## src/rtl/core/nam_pkg.sv

```systemverilog
// Shared widths and constants of the normalizing audio mixer.
`default_nettype none
package nam_pkg;
   localparam int SAMPLE_W = 16;
   localparam int SUM_W    = 20;
   localparam int GAIN_W   = 17;
   localparam int PROD_W   = 21;
   localparam int QUOT_W   = 16;
   localparam int FRAME_W  = 8;
   localparam int MCNT_W   = 5;
   localparam int DCNT_W   = 4;

   localparam logic [FRAME_W-1:0]  FRAME_LENGTH = 8'd160;
   localparam logic [GAIN_W-1:0]   GAIN_ONE     = 17'h10000;
   localparam logic [QUOT_W-1:0]   LIMIT_HIGH   = 16'h7FFF;
   localparam logic [QUOT_W-1:0]   LIMIT_LOW    = 16'h8000;
   localparam int                  RECOVER_SHIFT = 5;
   localparam logic [MCNT_W-1:0]   MULT_LAST    = 5'd16;
   localparam logic [DCNT_W-1:0]   DIV_LAST     = 4'd15;
endpackage
`default_nettype wire

```

## src/rtl/core/nam_if.sv

```systemverilog
// Handshake channel interfaces for mixer requests and mixed responses.
`default_nettype none
interface nam_req_if;
   logic                                valid;
   logic                                ready;
   logic signed [nam_pkg::SAMPLE_W-1:0] sample;
   logic                                last_source;
   modport source (output valid, sample, last_source, input ready);
   modport sink (input valid, sample, last_source, output ready);
endinterface

interface nam_rsp_if;
   logic                                valid;
   logic                                ready;
   logic signed [nam_pkg::SAMPLE_W-1:0] mixed_sample;
   modport source (output valid, mixed_sample, input ready);
   modport sink (input valid, mixed_sample, output ready);
endinterface
`default_nettype wire

```

## src/rtl/core/normalized_audio_mixer.sv

```systemverilog
// Top level of the normalizing audio mixer with adaptive gain and clipping.
//
//   channel   direction   payload                   transaction
//   req_ch    in          sample, last_source       valid && ready
//   rsp_ch    out         mixed_sample              valid && ready
//
// A source sample without last_source only adds to the running sum. A last-source
// sample runs through the bit-serial multiplier (17 steps), and through the serial
// divider as well when the result clips.
// Reset is synchronous and restores a zero sum, unity gain and frame start.
// The result sits in an output register; a new transaction is taken while
// it waits, and the block stalls only when a second result is ready.
`default_nettype none
module normalized_audio_mixer #(
   parameter logic [nam_pkg::FRAME_W-1:0] FRAME_LENGTH = nam_pkg::FRAME_LENGTH
) (
   input wire logic   clock,
   input wire logic   reset,
   nam_req_if.sink    req_ch,
   nam_rsp_if.source  rsp_ch
);
   typedef enum logic [3:0] {
      ST_IDLE = 4'b0001,
      ST_MUL  = 4'b0010,
      ST_DIV  = 4'b0100,
      ST_FIN  = 4'b1000
   } nam_state_type;

   nam_state_type                     state_ff, state_in;
   logic signed [nam_pkg::SUM_W-1:0]  sum_ff;
   logic [nam_pkg::GAIN_W-1:0]        gain_ff;
   logic [nam_pkg::FRAME_W-1:0]       frame_ff;
   logic                              neg_ff;
   logic                              clip_ff;
   logic                              rsp_valid_ff;
   logic [nam_pkg::SAMPLE_W-1:0]      rsp_data_ff;

   logic                              accept;
   logic signed [nam_pkg::SUM_W:0]    wide_sum;
   logic signed [nam_pkg::SUM_W-1:0]  sat_sum;
   logic [nam_pkg::SUM_W-1:0]         mag;
   logic                              mult_start, mult_done;
   logic [nam_pkg::PROD_W-1:0]        scaled;
   logic                              div_start, div_done;
   logic [nam_pkg::QUOT_W-1:0]        quot;
   logic                              clip_hi, clip_lo;
   logic [nam_pkg::QUOT_W-1:0]        limit;
   logic                              slot_free;
   logic [nam_pkg::GAIN_W-1:0]        gain_sel, gain_rec;
   logic [nam_pkg::GAIN_W-1:0]        gain_gap;
   logic [nam_pkg::FRAME_W-1:0]       frame_next;
   logic [nam_pkg::SAMPLE_W-1:0]      out_value;

   assign accept    = req_ch.valid && req_ch.ready;
   assign slot_free = !rsp_valid_ff || rsp_ch.ready;

   // Saturating accumulate of the source samples.
   assign wide_sum = {sum_ff[nam_pkg::SUM_W-1], sum_ff}
                   + {{(nam_pkg::SUM_W+1-nam_pkg::SAMPLE_W){req_ch.sample[nam_pkg::SAMPLE_W-1]}},
                      req_ch.sample};
   always_comb begin
      if (wide_sum[nam_pkg::SUM_W] != wide_sum[nam_pkg::SUM_W-1]) begin
         sat_sum = wide_sum[nam_pkg::SUM_W] ? {1'b1, {(nam_pkg::SUM_W-1){1'b0}}}
                                            : {1'b0, {(nam_pkg::SUM_W-1){1'b1}}};
      end else begin
         sat_sum = wide_sum[nam_pkg::SUM_W-1:0];
      end
   end
   assign mag = sat_sum[nam_pkg::SUM_W-1] ? (~sat_sum + 1'b1) : sat_sum;

   assign mult_start = accept && req_ch.last_source;

   nam_serial_mult u_mult (
      .clock   (clock),
      .reset   (reset),
      .start   (mult_start),
      .mag     (mag),
      .gain    (gain_ff),
      .done    (mult_done),
      .product (scaled)
   );

   // Clip checks on the magnitude: positive above 32767, negative below -32768.
   assign clip_hi   = !neg_ff && (scaled > {5'b0, nam_pkg::LIMIT_HIGH});
   assign clip_lo   = neg_ff && (scaled > {5'b0, nam_pkg::LIMIT_LOW});
   assign limit     = neg_ff ? nam_pkg::LIMIT_LOW : nam_pkg::LIMIT_HIGH;
   assign div_start = (state_ff == ST_MUL) && mult_done && (clip_hi || clip_lo);

   nam_serial_div u_div (
      .clock    (clock),
      .reset    (reset),
      .start    (div_start),
      .divisor  (scaled),
      .limit    (limit),
      .done     (div_done),
      .quotient (quot)
   );

   // Final gain: clip gain if any, then recovery toward unity.
   assign gain_sel = clip_ff ? {1'b0, quot} : gain_ff;
   assign gain_gap = nam_pkg::GAIN_ONE - gain_sel;
   assign gain_rec = (gain_sel < nam_pkg::GAIN_ONE)
                   ? gain_sel + (gain_gap >> nam_pkg::RECOVER_SHIFT) : gain_sel;
   assign frame_next = frame_ff + 1'b1;

   always_comb begin
      if (clip_ff) begin
         out_value = neg_ff ? nam_pkg::LIMIT_LOW : nam_pkg::LIMIT_HIGH;
      end else if (neg_ff) begin
         out_value = ~scaled[nam_pkg::SAMPLE_W-1:0] + 1'b1;
      end else begin
         out_value = scaled[nam_pkg::SAMPLE_W-1:0];
      end
   end

   always_comb begin
      state_in = state_ff;
      case (state_ff)
         ST_IDLE: begin
            if (mult_start) begin
               state_in = ST_MUL;
            end
         end
         ST_MUL: begin
            if (mult_done) begin
               state_in = div_start ? ST_DIV : ST_FIN;
            end
         end
         ST_DIV: begin
            if (div_done) begin
               state_in = ST_FIN;
            end
         end
         ST_FIN: begin
            if (slot_free) begin
               state_in = ST_IDLE;
            end
         end
         default: begin
            state_in = ST_IDLE;
         end
      endcase
   end

   always_ff @(posedge clock) begin
      if (reset) begin
         state_ff     <= ST_IDLE;
         sum_ff       <= '0;
         gain_ff      <= nam_pkg::GAIN_ONE;
         frame_ff     <= '0;
         rsp_valid_ff <= 1'b0;
         clip_ff      <= 1'b0;
      end else begin
         state_ff <= state_in;
         if (accept) begin
            sum_ff <= req_ch.last_source ? '0 : sat_sum;
         end
         if ((state_ff == ST_MUL) && mult_done) begin
            clip_ff <= clip_hi || clip_lo;
         end
         if ((state_ff == ST_FIN) && slot_free) begin
            rsp_valid_ff <= 1'b1;
            if (frame_next >= FRAME_LENGTH) begin
               frame_ff <= '0;
               gain_ff  <= nam_pkg::GAIN_ONE;
            end else begin
               frame_ff <= frame_next;
               gain_ff  <= gain_rec;
            end
         end else if (rsp_ch.ready) begin
            rsp_valid_ff <= 1'b0;
         end
      end
   end

   always_ff @(posedge clock) begin
      if (mult_start) begin
         neg_ff <= sat_sum[nam_pkg::SUM_W-1];
      end
      if ((state_ff == ST_FIN) && slot_free) begin
         rsp_data_ff <= out_value;
      end
   end

   assign req_ch.ready        = (state_ff == ST_IDLE);
   assign rsp_ch.valid        = rsp_valid_ff;
   assign rsp_ch.mixed_sample = rsp_data_ff;
endmodule
`default_nettype wire

```

## src/rtl/core/nam_serial_mult.sv

```systemverilog
// Bit-serial shift-add multiplier giving magnitude times gain, shifted right by 16.
`default_nettype none
module nam_serial_mult (
   input  wire logic                          clock,
   input  wire logic                          reset,
   input  wire logic                          start,
   input  wire logic [nam_pkg::SUM_W-1:0]     mag,
   input  wire logic [nam_pkg::GAIN_W-1:0]    gain,
   output logic                               done,
   output logic [nam_pkg::PROD_W-1:0]         product
);
   logic                          busy_ff;
   logic                          done_ff;
   logic [nam_pkg::MCNT_W-1:0]    cnt_ff;
   logic [nam_pkg::SUM_W-1:0]     acc_ff;
   logic [nam_pkg::SUM_W-1:0]     mag_ff;
   logic [nam_pkg::GAIN_W-1:0]    gain_sh_ff;
   logic [nam_pkg::PROD_W-1:0]    prod_ff;
   logic [nam_pkg::SUM_W-1:0]     addend;
   logic [nam_pkg::PROD_W-1:0]    sum_in;

   // One gain bit per cycle; each step drops one product bit off the bottom,
   // and the top gain bit is added without a shift.
   assign addend = gain_sh_ff[0] ? mag_ff : '0;
   assign sum_in = {1'b0, acc_ff} + {1'b0, addend};

   always_ff @(posedge clock) begin
      if (reset) begin
         busy_ff <= 1'b0;
         done_ff <= 1'b0;
         cnt_ff  <= '0;
      end else begin
         done_ff <= busy_ff && !start && (cnt_ff == nam_pkg::MULT_LAST);
         if (start) begin
            busy_ff <= 1'b1;
            cnt_ff  <= '0;
         end else if (busy_ff) begin
            if (cnt_ff == nam_pkg::MULT_LAST) begin
               busy_ff <= 1'b0;
            end else begin
               cnt_ff <= cnt_ff + 1'b1;
            end
         end
      end
   end

   always_ff @(posedge clock) begin
      if (start) begin
         acc_ff     <= '0;
         mag_ff     <= mag;
         gain_sh_ff <= gain;
      end else if (busy_ff) begin
         if (cnt_ff == nam_pkg::MULT_LAST) begin
            prod_ff <= sum_in;
         end else begin
            acc_ff     <= sum_in[nam_pkg::PROD_W-1:1];
            gain_sh_ff <= gain_sh_ff >> 1;
         end
      end
   end

   assign done    = done_ff;
   assign product = prod_ff;
endmodule
`default_nettype wire

```

## src/rtl/core/nam_serial_div.sv

```systemverilog
// Restoring divider, one quotient bit per cycle, for the clip gain.
`default_nettype none
module nam_serial_div (
   input  wire logic                          clock,
   input  wire logic                          reset,
   input  wire logic                          start,
   input  wire logic [nam_pkg::PROD_W-1:0]    divisor,
   input  wire logic [nam_pkg::QUOT_W-1:0]    limit,
   output logic                               done,
   output logic [nam_pkg::QUOT_W-1:0]         quotient
);
   logic                          busy_ff;
   logic                          done_ff;
   logic [nam_pkg::DCNT_W-1:0]    cnt_ff;
   logic [nam_pkg::PROD_W-1:0]    rem_ff;
   logic [nam_pkg::PROD_W-1:0]    div_ff;
   logic [nam_pkg::QUOT_W-1:0]    quot_ff;
   logic [nam_pkg::PROD_W:0]      trial;
   logic [nam_pkg::PROD_W:0]      diff;
   logic                          fits;

   // The dividend is limit * 65536 and the divisor exceeds limit, so the
   // remainder starts at limit and only the 16 zero bits are shifted in.
   assign trial = {rem_ff, 1'b0};
   assign fits  = trial >= {1'b0, div_ff};
   assign diff  = trial - {1'b0, div_ff};

   always_ff @(posedge clock) begin
      if (reset) begin
         busy_ff <= 1'b0;
         done_ff <= 1'b0;
         cnt_ff  <= '0;
      end else begin
         done_ff <= busy_ff && !start && (cnt_ff == nam_pkg::DIV_LAST);
         if (start) begin
            busy_ff <= 1'b1;
            cnt_ff  <= '0;
         end else if (busy_ff) begin
            cnt_ff <= cnt_ff + 1'b1;
            if (cnt_ff == nam_pkg::DIV_LAST) begin
               busy_ff <= 1'b0;
            end
         end
      end
   end

   always_ff @(posedge clock) begin
      if (start) begin
         rem_ff  <= {{(nam_pkg::PROD_W-nam_pkg::QUOT_W){1'b0}}, limit};
         div_ff  <= divisor;
         quot_ff <= '0;
      end else if (busy_ff) begin
         rem_ff  <= fits ? diff[nam_pkg::PROD_W-1:0] : trial[nam_pkg::PROD_W-1:0];
         quot_ff <= {quot_ff[nam_pkg::QUOT_W-2:0], fits};
      end
   end

   assign done     = done_ff;
   assign quotient = quot_ff;
endmodule
`default_nettype wire

```

## src/flat_wrapper.sv

```systemverilog
// flat-port wrapper written by rule: the top's interface ports become plain ports
module normalized_audio_mixer_flat 
#(
   parameter logic [nam_pkg::FRAME_W-1:0] FRAME_LENGTH = nam_pkg::FRAME_LENGTH
)
  (clock, reset, req_ch_valid, req_ch_sample, req_ch_last_source, req_ch_ready, rsp_ch_valid, rsp_ch_mixed_sample, rsp_ch_ready);
  nam_req_if req_ch_i ();
  nam_rsp_if rsp_ch_i ();
  input wire logic clock;
  input wire logic reset;
  input wire logic [$bits(req_ch_i.valid)-1:0] req_ch_valid;
  input wire logic [$bits(req_ch_i.sample)-1:0] req_ch_sample;
  input wire logic [$bits(req_ch_i.last_source)-1:0] req_ch_last_source;
  output wire logic [$bits(req_ch_i.ready)-1:0] req_ch_ready;
  output wire logic [$bits(rsp_ch_i.valid)-1:0] rsp_ch_valid;
  output wire logic [$bits(rsp_ch_i.mixed_sample)-1:0] rsp_ch_mixed_sample;
  input wire logic [$bits(rsp_ch_i.ready)-1:0] rsp_ch_ready;
  assign req_ch_i.valid = req_ch_valid;
  assign req_ch_i.sample = req_ch_sample;
  assign req_ch_i.last_source = req_ch_last_source;
  assign req_ch_ready = req_ch_i.ready;
  assign rsp_ch_valid = rsp_ch_i.valid;
  assign rsp_ch_mixed_sample = rsp_ch_i.mixed_sample;
  assign rsp_ch_i.ready = rsp_ch_ready;
  normalized_audio_mixer #(.FRAME_LENGTH(FRAME_LENGTH)) u_core (.clock(clock), .reset(reset), .req_ch(req_ch_i), .rsp_ch(rsp_ch_i));
endmodule
```

## config.mk

```make
export PLATFORM = sky130hd
export DESIGN_NAME = normalized_audio_mixer_flat
export DESIGN_NICKNAME = d
export VERILOG_FILES = /design/src/rtl/core/nam_pkg.sv /design/src/rtl/core/nam_if.sv /design/src/rtl/core/normalized_audio_mixer.sv /design/src/rtl/core/nam_serial_mult.sv /design/src/rtl/core/nam_serial_div.sv /design/src/flat_wrapper.sv
export SDC_FILE = /design/constraint.sdc
export NUM_CORES = 1
export LEC_CHECK = 0
export BUFFER_PORTS_ARGS = -buffer_cell sky130_fd_sc_hd__buf_4
export CAP_MARGIN = 20
export CORE_MARGIN = 2
export CORE_UTILIZATION = 30
export CTS_CLUSTER_SIZE = 28
export DETAILED_ROUTE_END_ITERATION = 12
export HOLD_SLACK_MARGIN = 0.02
export PLACE_DENSITY = 0.53
export SLEW_MARGIN = 5
export SYNTH_ARGS = -nofsm -noshare
export SYNTH_HDL_FRONTEND = slang
export SYNTH_SLANG_ARGS = --single-unit
export TNS_END_PERCENT = 50
```

## constraint.sdc

```tcl
create_clock -name clock -period 18.56 [get_ports clock]
set_clock_uncertainty 0.15 [all_clocks]
set_input_delay 3.712 -clock clock [delete_from_list [all_inputs] [get_ports clock]]
set_output_delay 3.712 -clock clock [all_outputs]
set_load 0.05 [all_outputs]
```

== Word-level counts from Yosys, hierarchy flattened ==
Cells that the tools add are included.

* Add/sub/neg operators: 10
* Order comparisons: 5
* Equality and inequality tests: 12
* Mux-type cells: 32
* Bitwise operators: 4
* Reduce and logical (&&, ||, !) cells: 26

{| class="wikitable"
|+ Operator list
! cell !! number
|-
| 17-bit two-way mux || 6
|-
| 16-bit two-way mux || 5
|-
| 20-bit two-way mux || 4
|-
| 22-bit by 21-bit greater-or-equal comparator with 1-bit output || 1
|-
| 20-bit by 16-bit adder with 21-bit output || 1
|-
| 20-bit by 20-bit adder with 21-bit output || 1
|-
| 21-bit by 15-bit > comparator with 1-bit output (second input constant) || 1
|-
| 21-bit by 16-bit > comparator with 1-bit output (second input constant) || 1
|-
| 21-bit two-way mux || 1
|-
| 21-bit subtractor || 1
|-
| 20-bit by 1-bit adder with 20-bit output (second input constant) || 1
|-
| 4-bit two-way mux || 5
|-
| 20-bit inverter || 1
|-
| 19-bit two-way mux || 1
|-
| 17-bit by 12-bit adder with 17-bit output || 1
|-
| 17-bit less-than comparator (second input constant) || 1
|-
| 17-bit subtractor (first input constant) || 1
|-
| 16-bit by 1-bit adder with 16-bit output (second input constant) || 1
|-
| 16-bit inverter || 1
|-
| 4-bit case mux with 4 select lines || 1
|-
| 1-bit logical AND || 11
|-
| 8-bit by 1-bit adder with 8-bit output (second input constant) || 1
|-
| 4-bit == test (second input constant) || 2
|-
| 8-bit greater-or-equal comparator (second input constant) || 1
|-
| 19 further kinds || 38
|}

* Flip-flop bits (word level): 217
* Input bits: 21

== Depth between registers and ports, before layout ==
Gate-level depths: netlist of the first run.

* Depth in word-level cells: 7
* Gate-level depth with buffers: 22
* Gate-level depth less buffers: 20

== Hierarchy ==
Synthesis of the first run repeated with hierarchy kept, for this count alone.

* Cell total of the unflattened synthesis: 1454
* Area total of the unflattened synthesis: 13787.0 µm²

{| class="wikitable"
|+ By module, submodules not included
! module !! times used !! cells each !! area each (µm²)
|-
| normalized_audio_mixer || 1 || 763 || 5905.7
|-
| nam_serial_mult || 1 || 329 || 4108.9
|-
| nam_serial_div || 1 || 362 || 3772.4
|}

== Worst setup path after synthesis of the first run ==
Ideal clock, no wire load.

* Kind: in2reg
* From: in req_ch_sample[10]
* To: reg u_core.u_mult.mag_ff[18] in the netlist's numbering (data pin)
* Arrival time: 8685 ps
* Setup slack: 9459 ps
* Stages: 22
* Cells stage by stage: ha_1 > a21o_1 > a221oi_1 > o21ai_0 > o31ai_1 > a21oi_1 > a21o_1 > a21o_1 > xor2_1 > ha_1 > clkbuf_1 > clkbuf_1 > clkbuf_1 > o21ai_0 > inv_1 > ha_1 > o21ai_0 > or2_2 > or3_1 > nor4_2 > a41oi_1 > xor2_1

* Word-level cells in the longest chain between the ends: 6
* Elaborated cells between the ends (all ways): 7
* Those cells by class: add/sub (2); eq/ne (1); mux (3); bitwise (1)

{| class="wikitable"
|+ Ends and longest elaborated chain
! element !! line !! text
|-
| from (decl) || flat_wrapper.sv:12 || <nowiki>input wire logic [$bits(req_ch_i.sample)-1:0] req_ch_sample;</nowiki>
|-
| 20-bit by 16-bit adder with 21-bit output (*) || normalized_audio_mixer.sv:59 || <nowiki>+ {{(nam_pkg::SUM_W+1-nam_pkg::SAMPLE_W){req_ch.sample[nam_pkg::SAMPLE_W-1]}},</nowiki>
|-
| 20-bit two-way mux / 1-bit inequality test (equally long branches) || normalized_audio_mixer.sv:63, normalized_audio_mixer.sv:62 ||
|-
| 20-bit two-way mux (*) || normalized_audio_mixer.sv:62 || <nowiki>if (wide_sum[nam_pkg::SUM_W] != wide_sum[nam_pkg::SUM_W-1]) begin</nowiki>
|-
| 20-bit inverter || normalized_audio_mixer.sv:69 || <nowiki>assign mag = sat_sum[nam_pkg::SUM_W-1] ? (~sat_sum + 1'b1) : sat_sum;</nowiki>
|-
| 20-bit by 1-bit adder with 20-bit output || normalized_audio_mixer.sv:69 ||
|-
| 19-bit two-way mux (*) || normalized_audio_mixer.sv:69 ||
|-
| net u_core.mag (one bit) || normalized_audio_mixer.sv:41 || <nowiki>logic [nam_pkg::SUM_W-1:0] mag;</nowiki>
|-
| to (signal assigned) || nam_serial_mult.sv:50 || <nowiki>mag_ff <= mag;</nowiki>
|-
| to (decl) || nam_serial_mult.sv:16 || <nowiki>logic [nam_pkg::SUM_W-1:0] mag_ff;</nowiki>
|}

The timed path passes the listed nets; every way through them passes the cells marked *.
A chain may end at the register's enable or synchronous reset.

== Final worst setup path of the first run ==
Same ends and word-level chain as after synthesis.

==> flow_summary.rst, run 1 <==
.. list-table::
   :header-rows: 1

   * - Metric
     - Value
   * - Run status
     - complete, no violations
   * - N_diodes
     - 0
   * - Switching power of the nets
     - 0.000426 W
   * - Synth async-reset ratio
     - 0%
   * - Count of vias placed by the detailed router
     - 10600
   * - Critical path arrival
     - 9.37 ns
   * - Count of final max-slew check failures
     - 0
   * - Worst Hold Depth
     - 0
   * - Synthesized instance count
     - 1467
   * - Drc violations
     - 0
   * - Highest attainable clock frequency
     - 0.108 GHz
   * - Vias in the first global route
     - 10200
   * - HPWL after detailed placement
     - 22.9 mm
   * - Worst min path class
     - register to register
   * - Summed instance area of the synthesized netlist
     - 13300 um^2
   * - Row count
     - 77
   * - Average routed wire per standard cell
     - 15.0 um
   * - Global-route wire length before repair
     - 52.3 mm
   * - Number of clock sinks seen by CTS
     - 217
   * - CTS tree
     - done
   * - Startpoint of the lowest-slack register-to-register path
     - u_core.sum_ff[10]$_SDFFE_PP0P_
   * - Number of nets in the final layout
     - 1597
   * - CP startpoint kind
     - primary input
   * - Portion of total power attributed to sequential cells
     - 40.0%
   * - Chip Height
     - 215 um
   * - Post-route antenna net violation count
     - 0
   * - Fin crit period
     - 9.26 ns
   * - Total of buffers placed on input and output ports
     - 38
   * - DRT Wirelength
     - 31.6 mm
   * - Die outline width
     - 215 um
   * - Area overhead of the layout relative to synthesis
     - 13.3%
   * - Total of fill cells in the finished design
     - 4526
   * - Maximum clock insertion buffer count
     - 3
   * - Number of distinct library cells after synthesis
     - 74
   * - Number of synthesized flops with an enable pin
     - 112
   * - Fin Hold WS
     - 0.298 ns
   * - Post-CTS Repair Setup Buffers
     - 0
   * - Worst-skew pair later-pin latency
     - 0.53 ns
   * - Slew at the pin closest to its max-slew limit
     - 1.03 ns
   * - Final Wtd Congestion
     - 0.850
   * - DRT Pass-1 Iters
     - 5
   * - Drt first-iter violations
     - 651
   * - Number of hold-repair buffers added at the cts stage
     - 0
   * - CP required
     - 18.67 ns
   * - Largest net degree at the start of global routing
     - 69
   * - Avg Inst Size Synth
     - 9.09 um^2
   * - Top FF cell, synth
     - edfxtp_1
   * - Part of the total power dissipated in the clock network
     - 36.9%
   * - Overflow after GRT
     - 0
   * - RSZ-0062 raised after global routing
     - false
   * - Root cell of the clock tree
     - clkbuf_16
   * - Number of H-tree branching levels
     - 1
   * - CTS resizes
     - 0
   * - Count of final hold-check violations
     - 0
   * - Ports
     - 39
   * - Max Cap Violations
     - 0
   * - GRT Util Overall
     - 13.4%
   * - Antenna violations before repair
     - 0
   * - Number of nets in the synthesized netlist
     - 1574
   * - Final setup viols
     - 0
   * - Power density normalized to cell area
     - 94.7 nW/um^2
   * - Flip-flop and latch count after synthesis
     - 217
   * - Critical path start-end classification
     - primary input to register
   * - Effective utilization at floorplan
     - 30.3%
   * - Endpoint class of the critical path
     - register
   * - Die area
     - 46200 um^2
   * - Launch point of the worst hold path
     - u_core.u_mult.product[19]$_DFFE_PP_
   * - Leak Pwr
     - 6.03 nW
   * - Register-to-Register Path Depth
     - 20
   * - Internal power of the cells
     - 0.00101 W
   * - Number of vias per cell after detailed routing
     - 5.05
   * - Worst setup path startpoint
     - req_ch_sample[10]
   * - Proportion of synthesized chip area in sequential cells
     - 41.0%
   * - Final clock period utilization by the worst path
     - 49.9%
   * - Clock transition at the register clock pins on the worst setup and hold paths after CTS
     - 0.06 ns
   * - Total CTS buffers
     - 25
   * - Worst VDD drop
     - 62.6 uV
   * - Setup TNS after final layout
     - 0 ns
   * - Highest net fanout along the worst path
     - 31
   * - Fraction of layout cells with a size suffix above 1
     - 8.68%
   * - Logic pwr share
     - 23.1%
   * - Switch share
     - 29.7%
   * - Number of synthesis warnings
     - 0
   * - Max_slew headroom
     - 31.0%
   * - Area of the core
     - 44000 um^2
## cells in the final DEF (no fill, tap or decap), drive strengths merged, types with 10 or more instances in the layout
| master | netlist | layout |
|---|---|---|
| buf | 13 | 51 |
| nor3 | 45 | 45 |
| a21o | 28 | 28 |
| nand4 | 11 | 11 |
| clkbuf | 42 | 28 |
| edfxtp | 112 | 112 |
| mux2i | 47 | 47 |
| or3 | 15 | 15 |
| dfxtp | 105 | 105 |
| nor4 | 11 | 11 |
| o21ai | 84 | 84 |
| nor2b | 14 | 14 |
| o211ai | 17 | 17 |
| a211oi | 24 | 24 |
| nand2 | 186 | 186 |
| xnor2 | 49 | 49 |
| inv | 66 | 68 |
| nand3 | 24 | 24 |
| o31ai | 12 | 12 |
| xor2 | 30 | 30 |
| mux2 | 12 | 12 |
| and2 | 22 | 22 |
| a22oi | 13 | 13 |
| ha | 82 | 82 |
| a31oi | 15 | 15 |
| nand2b | 15 | 15 |
| nor2 | 135 | 135 |
| o21a | 10 | 10 |
| and3 | 12 | 12 |
| clkinv | 2 | 10 |
| a21oi | 102 | 102 |
| or2 | 11 | 11 |
## power groups by stage
stage | sequential, W | clock, W | combinational (W)
detailed placement | 0.000583 | 0 | 0.000330
floorplan | 0.000577 | 0 | 0.000257
finish | 0.000573 | 0.000527 | 0.000331
CTS | 0.000573 | 0.000543 | 0.000331
global placement | 0.000582 | 0 | 0.000326
global route | 0.000577 | 0.000562 | 0.000374
## synthesized netlist by cell type (11+ instances only)
master / n / area, um^2
a211oi_1: 24 / 180
a21o_1: 28 / 210
a21oi_1: 102 / 510
a22oi_1: 12 / 90.1
a31oi_1: 15 / 93.8
and2_1: 22 / 138
and3_1: 11 / 68.8
clkbuf_1: 42 / 158
dfxtp_1: 105 / 2100
edfxtp_1: 112 / 3360
ha_1: 82 / 1030
inv_1: 66 / 248
mux2_2: 12 / 135
mux2i_1: 47 / 470
nand2_1: 186 / 698
nand2b_1: 15 / 93.8
nand3_1: 24 / 120
nand4_1: 11 / 68.8
nor2_1: 134 / 503
nor2b_1: 14 / 87.6
nor3_1: 44 / 220
o211ai_1: 17 / 128
o21ai_0: 83 / 415
o31ai_1: 12 / 90.1
or2_2: 11 / 68.8
or3_1: 15 / 93.8
xnor2_1: 49 / 429
xor2_1: 30 / 263
## per-stage QoR
step / util [%] / total power, W / std cells / setup slack [ns] / area [um^2]
2_1_floorplan: - / 0.000834 / 1467 / 9.46 / 13300
3_3_place_gp: 32.3 / 0.000908 / 2055 / 9.00 / 14200
3_5_place_dp: 32.3 / 0.000913 / 2055 / 8.84 / 14200
4_1_cts: 34.3 / 0.00145 / 2101 / 9.38 / 15100
5_1_grt: 34.3 / 0.00151 / 2101 / 8.74 / 15100
6_report: 34.3 / 0.00143 / 2101 / 9.30 / 15100
## final cells by class
cell class | instances | area [um^2] | share of cell area (%)
Clock inverter | 18 | 228 | 1.51
Timing Repair Buffer | 51 | 383 | 2.53
Multi-Input combinational cell | 1127 | 7390 | 48.9
Tap cell | 592 | 741 | 4.90
Inverter | 68 | 255 | 1.69
Clock buffer | 28 | 647 | 4.28
Sequential cell | 217 | 5470 | 36.2
## worst paths after layout
check / endpoint / slack (ns)
worst max register to register: u_core.u_mult.mag_ff[18]$_DFFE_PP_ / 12.29
worst min-delay path: u_core.u_div.div_ff[19]$_DFFE_PP_ / 0.30
worst min register to register: u_core.u_div.div_ff[19]$_DFFE_PP_ / 0.30
worst max-delay path: u_core.u_mult.mag_ff[18]$_DFFE_PP_ / 9.30
## worst max-delay path, cell delays in order
cell,delay [ns]
buf_4,0.11
ha_1,0.35
a21o_1,0.23
a221oi_1,0.59
o21ai_0,0.19
o31ai_1,0.35
a21oi_1,0.17
a21o_1,0.20
a21o_1,0.17
xor2_1,0.16
ha_1,0.67
nand2_1,0.43
o21ai_0,0.21
inv_1,0.11
ha_1,0.16
o21ai_0,0.12
or2_2,0.34
or3_1,0.39
nor4_2,0.36
a41oi_1,0.19
xor2_1,0.17
## layer usage
| metal | share of wire (%) | track usage [%] |
|---|---|---|
| met5 | 0 | 0 |
| met4 | 2.2 | 3.40 |
| met3 | 3.4 | 1.54 |
| met2 | 44 | 22.0 |
| met1 | 50 | 18.8 |
## registers in the layout (all words and copies together) (netlist names), 17 cells and up
name	cells
u_core.u_mult.acc_ff	20
u_core.u_mult.mag_ff	20
u_core.u_div.div_ff	21
u_core.u_mult.gain_sh_ff	17
u_core.u_mult.product	21
u_core.gain_ff	17
u_core.u_div.rem_ff	21
u_core.sum_ff	20
## kinds of logic (layout without fill, tap and decap cells)
logic type / Yosys count / count (layout) / synth area share, %
multiplexers: 59 / 59 / 4.54
AND/OR/NAND/NOR: 525 / 525 / 19.0
adder cells (fa/ha/maj): 86 / 86 / 8.29
buffers and inverters: 123 / 165 / 3.58
AO/OA/AOI/OAI: 378 / 378 / 18.4
flip-flops: 217 / 217 / 41.0
XOR/XNOR: 79 / 79 / 5.19
No activity file was read; power rests on OpenSTA's default activity.
==> inputs of run 2 (changes only) <==
--- a/config.mk
+++ b/config.mk
@@ -12,7 +12,7 @@
 export CTS_CLUSTER_SIZE = 28
 export DETAILED_ROUTE_END_ITERATION = 12
 export HOLD_SLACK_MARGIN = 0.02
-export PLACE_DENSITY = 0.53
+export PLACE_DENSITY = 0.55
 export SLEW_MARGIN = 5
 export SYNTH_ARGS = -nofsm -noshare
 export SYNTH_HDL_FRONTEND = slang
==> constraint.sdc (replaced) <==
create_clock -name clock -period 7.7 [get_ports clock]
set_clock_uncertainty 0.15 [all_clocks]
set_input_delay 1.54 -clock clock [delete_from_list [all_inputs] [get_ports clock]]
set_output_delay 1.54 -clock clock [all_outputs]
set_load 0.05 [all_outputs]
==> run 2 against run 1 <==
Net effect: sequential share of layout area grew 0.099 points; first-iteration DRC count shrank 12%; hold slack gained 0.0018 ns; combinational power grew 140%; final cell count grew 0.19%; global-route usage is essentially flat; sequential power grew 140%; utilization shrank 0.094 points; sequential cell count is the same; die area is the same.
==> flow_summary.rst, run 2 (same netlist as run 1, synthesis figures left out) <==
.. list-table::
   :header-rows: 1

   * - Metric
     - Value
   * - Run status
     - complete, no violations
   * - Post-route antenna net violation count
     - 0
   * - Final Wtd Congestion
     - 0.834
   * - Internal power of the cells
     - 0.00232 W
   * - Logic pwr share
     - 23.9%
   * - Final setup viols
     - 0
   * - Total of buffers placed on input and output ports
     - 38
   * - Cell with the biggest individual delay on the critical path
     - ha_1
   * - Effective utilization at floorplan
     - 30.3%
   * - Area of the core
     - 44000 um^2
   * - Count of final hold-check violations
     - 0
   * - Critical path arrival
     - 6.71 ns
   * - Row count
     - 77
   * - Die outline width
     - 215 um
   * - Max_slew headroom
     - 32.4%
   * - Final clock period utilization by the worst path
     - 85.6%
   * - Sequential cell area
     - 5470 um^2
   * - Root cell of the clock tree
     - clkbuf_16
   * - Leak Pwr
     - 6.01 nW
   * - Endpoint class of the critical path
     - register
   * - Share of the core filled with cells in the final layout
     - 34.2%
   * - Max Cap Violations
     - 0
   * - Number of vias per cell after detailed routing
     - 5.01
   * - Total CTS buffers
     - 26
   * - Switching power of the nets
     - 0.00103 W
   * - Antenna violations before repair
     - 0
   * - Highest attainable clock frequency
     - 0.152 GHz
   * - GRT Util Overall
     - 13.5%
   * - Number of placed instances, taps included
     - 2057
   * - CTS resizes
     - 0
   * - Vias in the first global route
     - 10200
   * - Count of vias placed by the detailed router
     - 10600
   * - Fin crit period
     - 6.59 ns
   * - Average routed wire per standard cell
     - 14.9 um
   * - CP required
     - 7.82 ns
   * - Post-CTS Repair Setup Buffers
     - 0
   * - CP startpoint kind
     - primary input
   * - RSZ-0062 raised after global routing
     - false
   * - Clock transition at the register clock pins on the worst setup and hold paths after CTS
     - 0.06 ns
   * - Number of H-tree branching levels
     - 1
   * - Global-route wire length before repair
     - 52.3 mm
   * - Total power after layout
     - 0.00335 W
   * - Slew at the pin closest to its max-slew limit
     - 1.01 ns
   * - DRT Wirelength
     - 31.3 mm
   * - Number of hold-repair buffers added at the cts stage
     - 0
   * - Worst path max stage delay
     - 0.53 ns
   * - Setup TNS after final layout
     - 0 ns
   * - Die area
     - 46200 um^2
   * - Fraction of layout cells with a size suffix above 1
     - 8.92%
   * - Worst VDD drop
     - 138 uV
   * - DRT Pass-1 Iters
     - 5
   * - Maximum clock insertion buffer count
     - 3
   * - Critical path start-end classification
     - primary input to register
   * - N_diodes
     - 0
   * - Worst-skew pair later-pin latency
     - 0.55 ns
   * - Total of fill cells in the finished design
     - 4517
   * - Launch point of the worst hold path
     - u_core.u_mult.product[19]$_DFFE_PP_
   * - Part of the total power dissipated in the clock network
     - 34.9%
   * - CTS tree
     - done
   * - Area taken by multi-input logic gates
     - 7390 um^2
   * - Overflow after GRT
     - 0
   * - Leading cell types in the layout, fill and taps excluded
     - nand2_1, nor2_1, edfxtp_1
   * - Area overhead of the layout relative to synthesis
     - 13.0%
   * - Count of final max-slew check failures
     - 0
   * - Number of nets in the final layout
     - 1600
   * - Power density normalized to cell area
     - 222 nW/um^2
   * - Portion of total power attributed to sequential cells
     - 41.2%
   * - Ports
     - 39
   * - Worst setup path startpoint
     - req_ch_sample[10]
   * - Drt first-iter violations
     - 575
   * - Chip Height
     - 215 um
   * - Number of clock sinks seen by CTS
     - 217
   * - Drc violations
     - 0
   * - Worst min path class
     - register to register
   * - Highest net fanout along the worst path
     - 20
   * - Crit-path cells
     - buf_4 > ha_1 > a21o_1 > a221oi_1 > buf_4 > o21ai_0 > o31ai_1 > a21oi_1 > a21o_1 > a21o_1 > xor2_1 > ha_1 > nand2_1 > o21ai_0 > inv_1 > ha_1 > o21ai_0 > or2_2 > or3_1 > nor4_2 > a41oi_1 > xor2_1
   * - HPWL after detailed placement
     - 22.7 mm
   * - Finished Layout Cells
     - 2105
   * - Switch share
     - 30.7%
   * - Largest net degree at the start of global routing
     - 59
   * - Startpoint of the lowest-slack register-to-register path
     - u_core.sum_ff[10]$_SDFFE_PP0P_
   * - Most common cell after layout, fill and taps aside
     - nand2_1
==> run 2: worst paths after layout <==
path / end / slack [ns] / depth (start not counted)
max: u_core.u_mult.mag_ff[18]$_DFFE_PP_ / 1.11 / 22
min reg2reg: u_core.u_div.div_ff[19]$_DFFE_PP_ / 0.30 / 0
max reg2reg: u_core.u_mult.mag_ff[18]$_DFFE_PP_ / 1.93 / 21
min: u_core.u_div.div_ff[19]$_DFFE_PP_ / 0.30 / 0
==> run 2: area by class of cell <==
class | instances | share of cell area [%]
Clock buffer | 30 | 4.48
Clock inverter | 18 | 0.946
Inverter | 68 | 1.69
Multi-Input combinational cell | 1127 | 49.1
Sequential cell | 217 | 36.3
Tap cell | 592 | 4.91
Timing Repair Buffer | 53 | 2.64
==> run 2: power by group through the flow <==
stage / sequential, W / clock (W) / combinational, W
floorplan: 0.00139 / 0 / 0.000619
global placement: 0.00140 / 0 / 0.000785
detailed placement: 0.00141 / 0 / 0.000797
CTS: 0.00138 / 0.00121 / 0.000801
global route: 0.00139 / 0.00126 / 0.000903
finish: 0.00138 / 0.00117 / 0.000800
==> run 2: metrics by stage <==
stage	setup WS [ns]	area, um^2	hold WS, ns
CTS	1.17	15100	0.304
floorplan	0.771	13300	0.277
detailed placement	0.634	14300	0.289
global placement	0.751	14300	0.293
finish	1.11	15100	0.300
global route	0.691	15100	0.327
==> run 2: worst max-delay path: cells and delay by family <==
kind            cells  cell delay, ns
xor+xnor            2            0.32
compound gates     10            1.98
fa+ha+maj           3            1.05
simple gates        4            1.39
buf+inv             3            0.41
==> run 2: layer usage <==
layer / up-vias / part of all wire [%] / GRT usage [%]
met1: 4953 / 50 / 18.9
met4: 0 / 1.7 / 2.89
li1: 5382 / - / -
met3: 37 / 4.0 / 2.14
met5: - / 0 / 0
met2: 178 / 44 / 21.9
==> inputs of run 3 (changes only) <==
--- a/config.mk
+++ b/config.mk
@@ -8,11 +8,11 @@
 export BUFFER_PORTS_ARGS = -buffer_cell sky130_fd_sc_hd__buf_4
 export CAP_MARGIN = 20
 export CORE_MARGIN = 2
-export CORE_UTILIZATION = 30
+export CORE_UTILIZATION = 50
 export CTS_CLUSTER_SIZE = 28
 export DETAILED_ROUTE_END_ITERATION = 12
 export HOLD_SLACK_MARGIN = 0.02
-export PLACE_DENSITY = 0.55
+export PLACE_DENSITY = 0.78
 export SLEW_MARGIN = 5
 export SYNTH_ARGS = -nofsm -noshare
 export SYNTH_HDL_FRONTEND = slang
==> constraint.sdc (replaced) <==
create_clock -name clock -period 5.55 [get_ports clock]
set_clock_uncertainty 0.15 [all_clocks]
set_input_delay 1.11 -clock clock [delete_from_list [all_inputs] [get_ports clock]]
set_output_delay 1.11 -clock clock [all_outputs]
set_load 0.05 [all_outputs]
==> run 3 against run 2 <==
Net effect: the flow now finishes with violations (DRC); sequential share of layout area is 0.38 points lower; worst setup slack got worse by 0.68 ns; power is 42% higher; clock power grew 36%; routed wire length is 3.4% lower; sequential power up 39%; final cell count decreased by 10%; die area shrank 39%; largest power group unchanged; highest routed layer unchanged.
==> flow_summary.rst, run 3 (same netlist as run 1, synthesis figures left out) <==
.. list-table::
   :header-rows: 1

   * - Metric
     - Value
   * - Run status
     - finished, violations left
   * - Failing checks
     - DRC
   * - Count of final max-slew check failures
     - 0
   * - Logic pwr share
     - 26.1%
   * - Drc violations
     - 2
   * - Power density normalized to cell area
     - 312 nW/um^2
   * - Portion of total power attributed to sequential cells
     - 40.4%
   * - Critical path start-end classification
     - primary input to register
   * - Final Wtd Congestion
     - 0.961
   * - Worst-skew pair later-pin latency
     - 0.53 ns
   * - Total of buffers placed on input and output ports
     - 38
   * - DRT Wirelength
     - 30.2 mm
   * - DRT Pass-1 Iters
     - 9
   * - Number of vias per cell after detailed routing
     - 5.80
   * - Final clock period utilization by the worst path
     - 92.3%
   * - Share of the core filled with cells in the final layout
     - 58.3%
   * - Worst setup path startpoint
     - req_ch_sample[1]
   * - Area overhead of the layout relative to synthesis
     - 14.2%
   * - Ports
     - 39
   * - Max_slew headroom
     - 31.9%
   * - CTS resizes
     - 0
   * - Part of the total power dissipated in the clock network
     - 33.5%
   * - Setup TNS after final layout
     - 0 ns
   * - Row count
     - 59
   * - Slew at the pin closest to its max-slew limit
     - 1.01 ns
   * - Maximum clock insertion buffer count
     - 3
   * - Global-route wire length before repair
     - 50.2 mm
   * - Post-CTS Repair Setup Buffers
     - 0
   * - Overflow after GRT
     - 0
   * - Count of final hold-check violations
     - 0
   * - Number of hold-repair buffers added at the cts stage
     - 0
   * - Clock transition at the register clock pins on the worst setup and hold paths after CTS
     - 0.06 ns
   * - Effective utilization at floorplan
     - 51.0%
   * - Largest net degree at the start of global routing
     - 62
   * - Highest net fanout along the worst path
     - 8
   * - Final setup viols
     - 0
   * - Number of nets in the final layout
     - 1640
   * - GRT Util Overall
     - 21.2%
   * - Highest attainable clock frequency
     - 0.195 GHz
   * - Switch share
     - 29.8%
   * - Total CTS buffers
     - 24
   * - RSZ-0062 raised after global routing
     - false
   * - Die area
     - 28000 um^2
   * - Leak Pwr
     - 6.22 nW
   * - Chip Height
     - 167 um
   * - Startpoint of the lowest-slack register-to-register path
     - u_core.sum_ff[1]$_SDFFE_PP0P_
   * - Drt first-iter violations
     - 818
   * - Endpoint class of the critical path
     - register
   * - Average routed wire per standard cell
     - 16.0 um
   * - Number of H-tree branching levels
     - 1
   * - Max Cap Violations
     - 0
   * - Die outline width
     - 167 um
   * - CP startpoint kind
     - primary input
   * - Number of placed instances, taps included
     - 1841
   * - Number of clock sinks seen by CTS
     - 217
   * - Antenna violations before repair
     - 0
   * - Leading cell types in the layout, fill and taps excluded
     - nand2_1, nor2_1, edfxtp_1
   * - Worst VDD drop
     - 258 uV
   * - Fraction of layout cells with a size suffix above 1
     - 12.5%
   * - CP required
     - 5.65 ns
   * - Most common cell after layout, fill and taps aside
     - nand2_1
   * - Internal power of the cells
     - 0.00333 W
   * - Total of fill cells in the finished design
     - 2229
   * - Finished Layout Cells
     - 1886
   * - Count of vias placed by the detailed router
     - 10900
   * - Vias in the first global route
     - 10500
   * - HPWL after detailed placement
     - 21.9 mm
   * - CTS tree
     - done
   * - Area of the core
     - 26100 um^2
   * - Critical path arrival
     - 5.23 ns
   * - Sequential cell area
     - 5470 um^2
   * - Post-route antenna net violation count
     - 0
   * - Area taken by multi-input logic gates
     - 7560 um^2
   * - Worst min path class
     - register to register
   * - Launch point of the worst hold path
     - u_core.u_mult.product[20]$_DFFE_PP_
   * - Root cell of the clock tree
     - clkbuf_16
   * - Switching power of the nets
     - 0.00142 W
   * - N_diodes
     - 0
   * - Fin crit period
     - 5.12 ns
run 3: cell types whose count changed in the layout (fill, tap and decap cells not counted), moves of 2 or more:
cell | previous run | this run
and3_4 | 1 | 3
ha_4 | 0 | 8
and3_1 | 11 | 9
buf_4 | 53 | 94
ha_1 | 82 | 73
clkbuf_8 | 1 | 5
clkinvlp_4 | 6 | 1
o21ai_0 | 83 | 81
clkinv_1 | 6 | 2
run 3: area by class of cell:
| cell class | instances | area share, % |
|---|---|---|
| sequential | 217 | 35.9 |
| multi-input combinational | 1127 | 49.6 |
| tap | 335 | 2.75 |
| clock buffer | 34 | 4.66 |
| timing repair buffer | 95 | 4.76 |
| inverter | 68 | 1.68 |
| clock inverter | 10 | 0.641 |
run 3: layer usage:
layer | vias to the layer above | wire length [um] | part of all wire (%) | GRT usage (%)
li1 | 5446 | - | - | -
met1 | 5159 | 13700 | 45 | 27.7
met2 | 284 | 14400 | 48 | 37.2
met3 | 51 | 1440 | 4.8 | 2.77
met4 | 0 | 623 | 2.1 | 5.90
met5 | - | 0 | 0 | 0
run 3: final timing paths:
path                                        endpoint  slack, ns  depth (start not counted)
setup reg to reg  u_core.u_mult.mag_ff[18]$_DFFE_PP_       0.80                         20
hold reg to reg    u_core.u_div.div_ff[20]$_DFFE_PP_       0.30                          0
setup / recovery  u_core.u_mult.mag_ff[18]$_DFFE_PP_       0.43                         21
hold / removal     u_core.u_div.div_ff[20]$_DFFE_PP_       0.30                          0
run 3: through the flow:
| stage | power [W] | hold WS, ns | cell area, um^2 | worst slack (ns) |
|---|---|---|---|---|
| global placement | 0.00313 | 0.282 | 14400 | -0.108 |
| floorplan | 0.00284 | 0.277 | 13500 | -0.130 |
| CTS | 0.00477 | 0.302 | 15200 | 0.386 |
| global route | 0.00500 | 0.323 | 15200 | 0.0800 |
| detailed placement | 0.00317 | 0.287 | 14400 | -0.149 |
| finish | 0.00475 | 0.304 | 15200 | 0.425 |
run 3: power groups by stage:
stage / Clock [W] / Combinational, W / Sequential, W
floorplan: 0 / 0.000910 / 0.00193
global placement: 0 / 0.00118 / 0.00195
detailed placement: 0 / 0.00122 / 0.00195
CTS: 0.00162 / 0.00123 / 0.00192
global route: 0.00169 / 0.00138 / 0.00193
finish: 0.00159 / 0.00124 / 0.00192
run 3: worst max-delay path, cell delays in order:
cell	delay, ns
buf_4	0.11
ha_1	0.28
a21o_1	0.18
a22oi_2	0.11
a2111oi_1	0.47
o31ai_1	0.16
a21oi_1	0.20
a21o_1	0.14
a21o_1	0.11
xor2_1	0.27
ha_4	0.28
clkinv_1	0.06
nor2_1	0.05
nor2_1	0.15
ha_2	0.21
o21ai_2	0.06
or2_4	0.23
or3_4	0.38
nor4_4	0.32
a41oi_2	0.16
xor2_1	0.18
